**src/hw/rtl/hvd_pkg.sv**
```systemverilog
// Shared types, stage numbering and Q31 helper functions for the haversine distance pipeline.
// Depends on nothing; used by hvd_lookup, hvd_sqrt and haversine_distance_q31.
package hvd_pkg;

  localparam int STAGE_LOOKUP = 1;
  localparam int LOOKUP_DEPTH = 4;
  localparam int SQRT_STEPS   = 31;
  localparam int STAGE_SQRT   = 9;
  localparam int STAGE_SCALE  = STAGE_SQRT + SQRT_STEPS;
  localparam int NUM_STAGES   = STAGE_SCALE + 2;

  localparam logic [23:0] TWO_RADIUS_M = 24'd12745590;
  localparam logic signed [31:0] HALF_DIFF_SCALE = 32'sd298;
  localparam logic signed [31:0] LAT_SCALE = 32'sd596;
  localparam logic [30:0] QUARTER_TURN = 31'h2000_0000;

  typedef logic signed [31:0] q31_t;

  function automatic q31_t sat32(input logic signed [35:0] v);
    if (v > 36'sh0_7FFF_FFFF) begin
      return 32'sh7FFF_FFFF;
    end else if (v < -36'sh0_8000_0000) begin
      return 32'sh8000_0000;
    end
    return v[31:0];
  endfunction

  function automatic q31_t q31_norm(input logic signed [63:0] p);
    logic signed [31:0] t;
    t = p[63:32];
    if (t > 32'sh3FFF_FFFF) begin
      t = 32'sh3FFF_FFFF;
    end else if (t < -32'sh4000_0000) begin
      t = -32'sh4000_0000;
    end
    return {t[30:0], 1'b0};
  endfunction

endpackage

```
**src/hw/rtl/hvd_sqrt.sv**
```systemverilog
// Pipelined restoring square root, one result bit per stage, of a 62-bit radicand.
// Depends on hvd_pkg for the step count.
module hvd_sqrt import hvd_pkg::*; (
  input  logic                  clk_i,
  input  logic [SQRT_STEPS-1:0] en_i,
  input  logic [61:0]           rad_i,
  output logic [30:0]           root_o
);

  logic [61:0] v_q   [0:SQRT_STEPS-2];
  logic [32:0] rem_q [0:SQRT_STEPS-2];
  logic [30:0] r_q   [0:SQRT_STEPS-1];

  for (genvar k = 0; k < SQRT_STEPS; k++) begin : g_step
    logic [61:0] v_in;
    logic [32:0] rem_in;
    logic [30:0] r_in;
    logic [34:0] rem2;
    logic [34:0] trial;
    logic        take;
    logic [34:0] diff;

    if (k == 0) begin : g_first
      assign v_in   = rad_i;
      assign rem_in = '0;
      assign r_in   = '0;
    end else begin : g_next
      assign v_in   = v_q[k-1];
      assign rem_in = rem_q[k-1];
      assign r_in   = r_q[k-1];
    end

    assign rem2  = {rem_in, v_in[61:60]};
    assign trial = {2'b00, r_in, 2'b01};
    assign take  = rem2 >= trial;
    assign diff  = rem2 - trial;

    always_ff @(posedge clk_i) begin
      if (en_i[k]) begin
        r_q[k] <= {r_in[29:0], take};
      end
    end

    if (k < SQRT_STEPS - 1) begin : g_carry
      always_ff @(posedge clk_i) begin
        if (en_i[k]) begin
          v_q[k]   <= {v_in[59:0], 2'b00};
          rem_q[k] <= take ? diff[32:0] : rem2[32:0];
        end
      end
    end
  end

  assign root_o = r_q[SQRT_STEPS-1];

endmodule

```
**config.mk**
```make
export PLATFORM = sky130hd
export DESIGN_NAME = hvd_sqrt
export DESIGN_NICKNAME = d
export VERILOG_FILES = /design/src/hw/rtl/hvd_pkg.sv /design/src/hw/rtl/hvd_sqrt.sv
export SDC_FILE = /design/constraint.sdc
export NUM_CORES = 2
export LEC_CHECK = 0
export BUFFER_PORTS_ARGS = -buffer_cell sky130_fd_sc_hd__buf_4
export CORE_UTILIZATION = 57
export CTS_CLUSTER_DIAMETER = 150
export CTS_CLUSTER_SIZE = 14
export DETAILED_ROUTE_END_ITERATION = 10
export PLACE_DENSITY = 0.8
export REMOVE_ABC_BUFFERS = 1
export SETUP_SLACK_MARGIN = 0.2
export SLEW_MARGIN = 30
export SYNTH_ARGS = -nofsm -noshare
export SYNTH_HDL_FRONTEND = slang
export SYNTH_SLANG_ARGS = --single-unit
```
**constraint.sdc**
```tcl
create_clock -name clk_i -period 3.71 [get_ports clk_i]
set_input_delay 0.371 -clock clk_i [delete_from_list [all_inputs] [get_ports clk_i]]
set_output_delay 0.371 -clock clk_i [all_outputs]
set_load 0.005 [all_outputs]
```
==> results.md <==
- Status: complete, no violations
- Crit path max fanout: 2
- Port-buffer cells: roughly 120
- Sequential element share of the synthesized area: 0.643
- CTS sink cnt: 2368
- EDFF count, synth: approximately 2400
- Fin crit period: ~3500 ps
- Die H: between 400 and 500 microns
- Worst skew pair latency: roughly 840 ps
- Final worst-path cycle share: 0.940
- Mapped Cells: 8614
- Metal3 WL: 12200 microns
- Slew margin rel.: 0.356
- Global-route wire length before repair: about 370000 microns
- Setup-failing EPs final: 0
- Post-route ant nets: 0
- Commonest non-fill, non-tap cell in the layout: edfxtp_1
- Post-detail-place hpwl: about 170000 microns
- Syn avg cell area: ~13 sq um
- Core Area: approximately 190000 sq um
- Clock skew: approximately 85 ps
- Clk buf depth: 3
- Placed cells: roughly 11000
- Wire per inst: slightly above 20 microns
- Vias per inst: ~5.9
- Largest net degree at the start of global routing: between 80 and 90
- Die Width: 443 microns
- Initial antenna violation count: 1
- Met2 routed WL: between 100000 and 150000 microns
- Asr flop ratio synth: 0
- Total Wirelength: 239000 microns
- Fmax achieved: 0.287 GHz
- CTS tree: yes
- R2R cell count: 11
- Worst R2R Start: r_q[24][0]$_DFFE_PP_
- Total CTS buffers: ~190
- Highest routed layer: met4
- Hold path depth: 1
- Area Overhead vs Synth: 9.88%
- Hold path endpoint: v_q[0][821]$_DFFE_PP_
- Via count: between 60000 and 70000
- Yosys cell types: 89
- Share of layout cells above drive strength 1: 0.0761
- Dpl ws: -68.4 ps
- R2r setup slk: approximately 220 ps
- PD cells: approximately 570 nW/um^2
- Crit path DAT: 4210 ps
- VDD IR max: approximately 0.5 mV
- Std-Cell Rows: 161
- Pre-Repair DR Iteration Count: 6
- Worst R2R End: rem_q[1][329]$_DFFE_PP_
- Non-filler cells, final: 11530
- Worst slew pin tran: between 900 and 1000 ps
- Worst Hold Class: in2reg
- Initial DRC count: a little over 6000
- Ys flop type: edfxtp_1
- Die area: 196000 sq um
- H-tree depth: 4
- Wire length on met1: about 96000 microns
- CP Launch Type: flop
- Commonest non-fill, non-tap cells in the layout: 2368 x edfxtp_1, 656 x inv_1, 595 x nand2_1
- Final worst slack: between 200 and 250 ps
- Fin. max-slew vios: 0
- Critical Path RT: around 4400 ps
- Clock slew at reported path FFs: around 70 ps
- CP Class: reg2reg
- Grt total ovfl: 0
- RSZ-0062 raised after global routing: yes
- Max-cap violation count: 0
- CP endpoint kind: flop
- Static leakage: approximately 46 nW
- Number of global-route vias before repair: 67056
- Worst hold start: en_i[13]
- Number of synthesis warnings: 0
- GPL Wtd Cong: 0.956
- Number of synthesized register bits: approximately 2400
- Nets: 9612
- Initial Utilization: 0.574
- Synth Cell Area: approximately 110000 sq um
- I/O pins: approximately 130
- DRC: 0
- Hold Vio Cnt, Final: 0
- Root buffer cell: clkbuf_16
- GRT Overall Usage: 0.240
## cell type report
| class | count | area (sq um) |
|---|---|---|
| well taps | 2526 | 3160 |
| diodes | 1 | 2.50 |
| fillers | 13932 | 71000 |
| repair buffers | 352 | 2960 |
| clock inverters | 14 | 383 |
| multi-input cells | 5423 | 36800 |
| clock buffers | 188 | 4700 |
| flip-flops and latches | 2368 | 71100 |
| inverters | 658 | 2470 |
## routing by layer
metal | vias up | track usage
li1 | 32492 | -
met1 | 33242 | 0.303
met2 | 2286 | 0.425
met3 | 501 | 0.0294
met4 | 0 | 0.0821
met5 | - | 0
## cells by family after synthesis
family | Yosys count | share of synthesized area
AO/OA/AOI/OAI | 1747 | 0.0976
XOR/XNOR | 768 | 0.0608
adder cells (fa/ha/maj) | 528 | 0.0597
buffers and inverters | 825 | 0.0282
flip-flops | 2368 | 0.643
multiplexers | 76 | 0.00761
other | 1 | 0.0000339
AND/OR/NAND/NOR | 2301 | 0.103
## through the flow
stage | TNS (ps) | total power (W) | cell area [sq um] | hold slack [ps] | utilization
2_1_floorplan | -83070 | 0.0464 | 110000 | 400 | -
3_3_place_gp | 0 | 0.0514 | 115000 | 400 | 0.599
3_5_place_dp | -81.0 | 0.0518 | 115000 | 405 | 0.599
4_1_cts | 0 | 0.0700 | 121000 | 33.0 | 0.629
5_1_grt | 0 | 0.0730 | 122000 | 28.4 | 0.631
6_report | 0 | 0.0699 | 122000 | 32.8 | 0.631
## timing repair
item / in CTS / in global routing
pin swaps: 3 / 14
setup buffers: 2 / 11
endpoints found under the setup margin: 15 / 243
gates cloned: 0 / 2
endpoints found under the hold margin: 113 / 21
resized for setup: 7 / 70
hold buffers: 65 / 1
## Yosys cell counts, types with 13 or more instances
master        n  area, sq um
o21a_1       88          661
ha_1        528         6610
inv_1       656         2460
a31o_2       16          140
nor2_1      552         2070
xnor2_1     394         3450
or2_2        43          269
o31ai_1      48          360
nor2b_1      88          551
and3_1       54          338
a21oi_1     528         2640
a21boi_0     23          173
clkbuf_1    140          526
xor2_1      374         3280
buf_1        14         52.6
o41ai_1      15          131
o211ai_1     36          270
a31oi_1      47          294
nor4_1      112          701
and4_1       22          193
a2111oi_0    16          140
a211oi_1     43          323
nand4b_1     15          131
nor3b_1      17          128
or3_1        82          513
nand2_1     596         2240
o2111ai_1    13          114
or4_1        69          518
o31a_1       16          140
o21bai_1     44          330
nor3_1      215         1080
a211o_1      13          114
nand4_1      81          507
nand3b_1     24          180
mux2_2       65          732
o21ai_0     481         2410
nand3_1     169          846
a311oi_1     13          114
nand2b_1     95          594
and2_1       30          188
a21o_1      222         1670
edfxtp_1   2368        71100
## report_power, final
group,internal (W),total [W],switching (W)
combinational,0.00655,0.0157,0.00916
sequential,0.0337,0.0361,0.00233
clock,0.00906,0.0181,0.00903
## how the worst max path moves through the flow
stage | from | depth (start not counted) | endpoint
after floorplan | rem_q[1][245]$_DFFE_PP_ | 10 | rem_q[1][286]$_DFFE_PP_
final | r_q[24][0]$_DFFE_PP_ | 11 | rem_q[1][329]$_DFFE_PP_
after detailed placement | rem_q[0][495]$_DFFE_PP_ | 10 | rem_q[1][26]$_DFFE_PP_
after global routing | r_q[15][0]$_DFFE_PP_ | 11 | rem_q[1][26]$_DFFE_PP_
after CTS | rem_q[0][495]$_DFFE_PP_ | 10 | rem_q[1][26]$_DFFE_PP_
after global placement | rem_q[0][495]$_DFFE_PP_ | 10 | rem_q[1][26]$_DFFE_PP_
## sequential cells by signal, summed over array words and instances (netlist names)
name	cells
v_q	930
r_q	496
rem_q	942
## critical path, stage by stage, from the launching register on
cell and delay, ps:
edfxtp_1 390, inv_1 70, ha_1 230, nor2b_1 150, o311a_1 300, o31a_1 270, a311o_1 410, a31o_1 280
o311a_1 310, a2111o_1 420, or4b_1 470, nand2_1 70
Note: power is estimated with default switching activity, not from simulation.
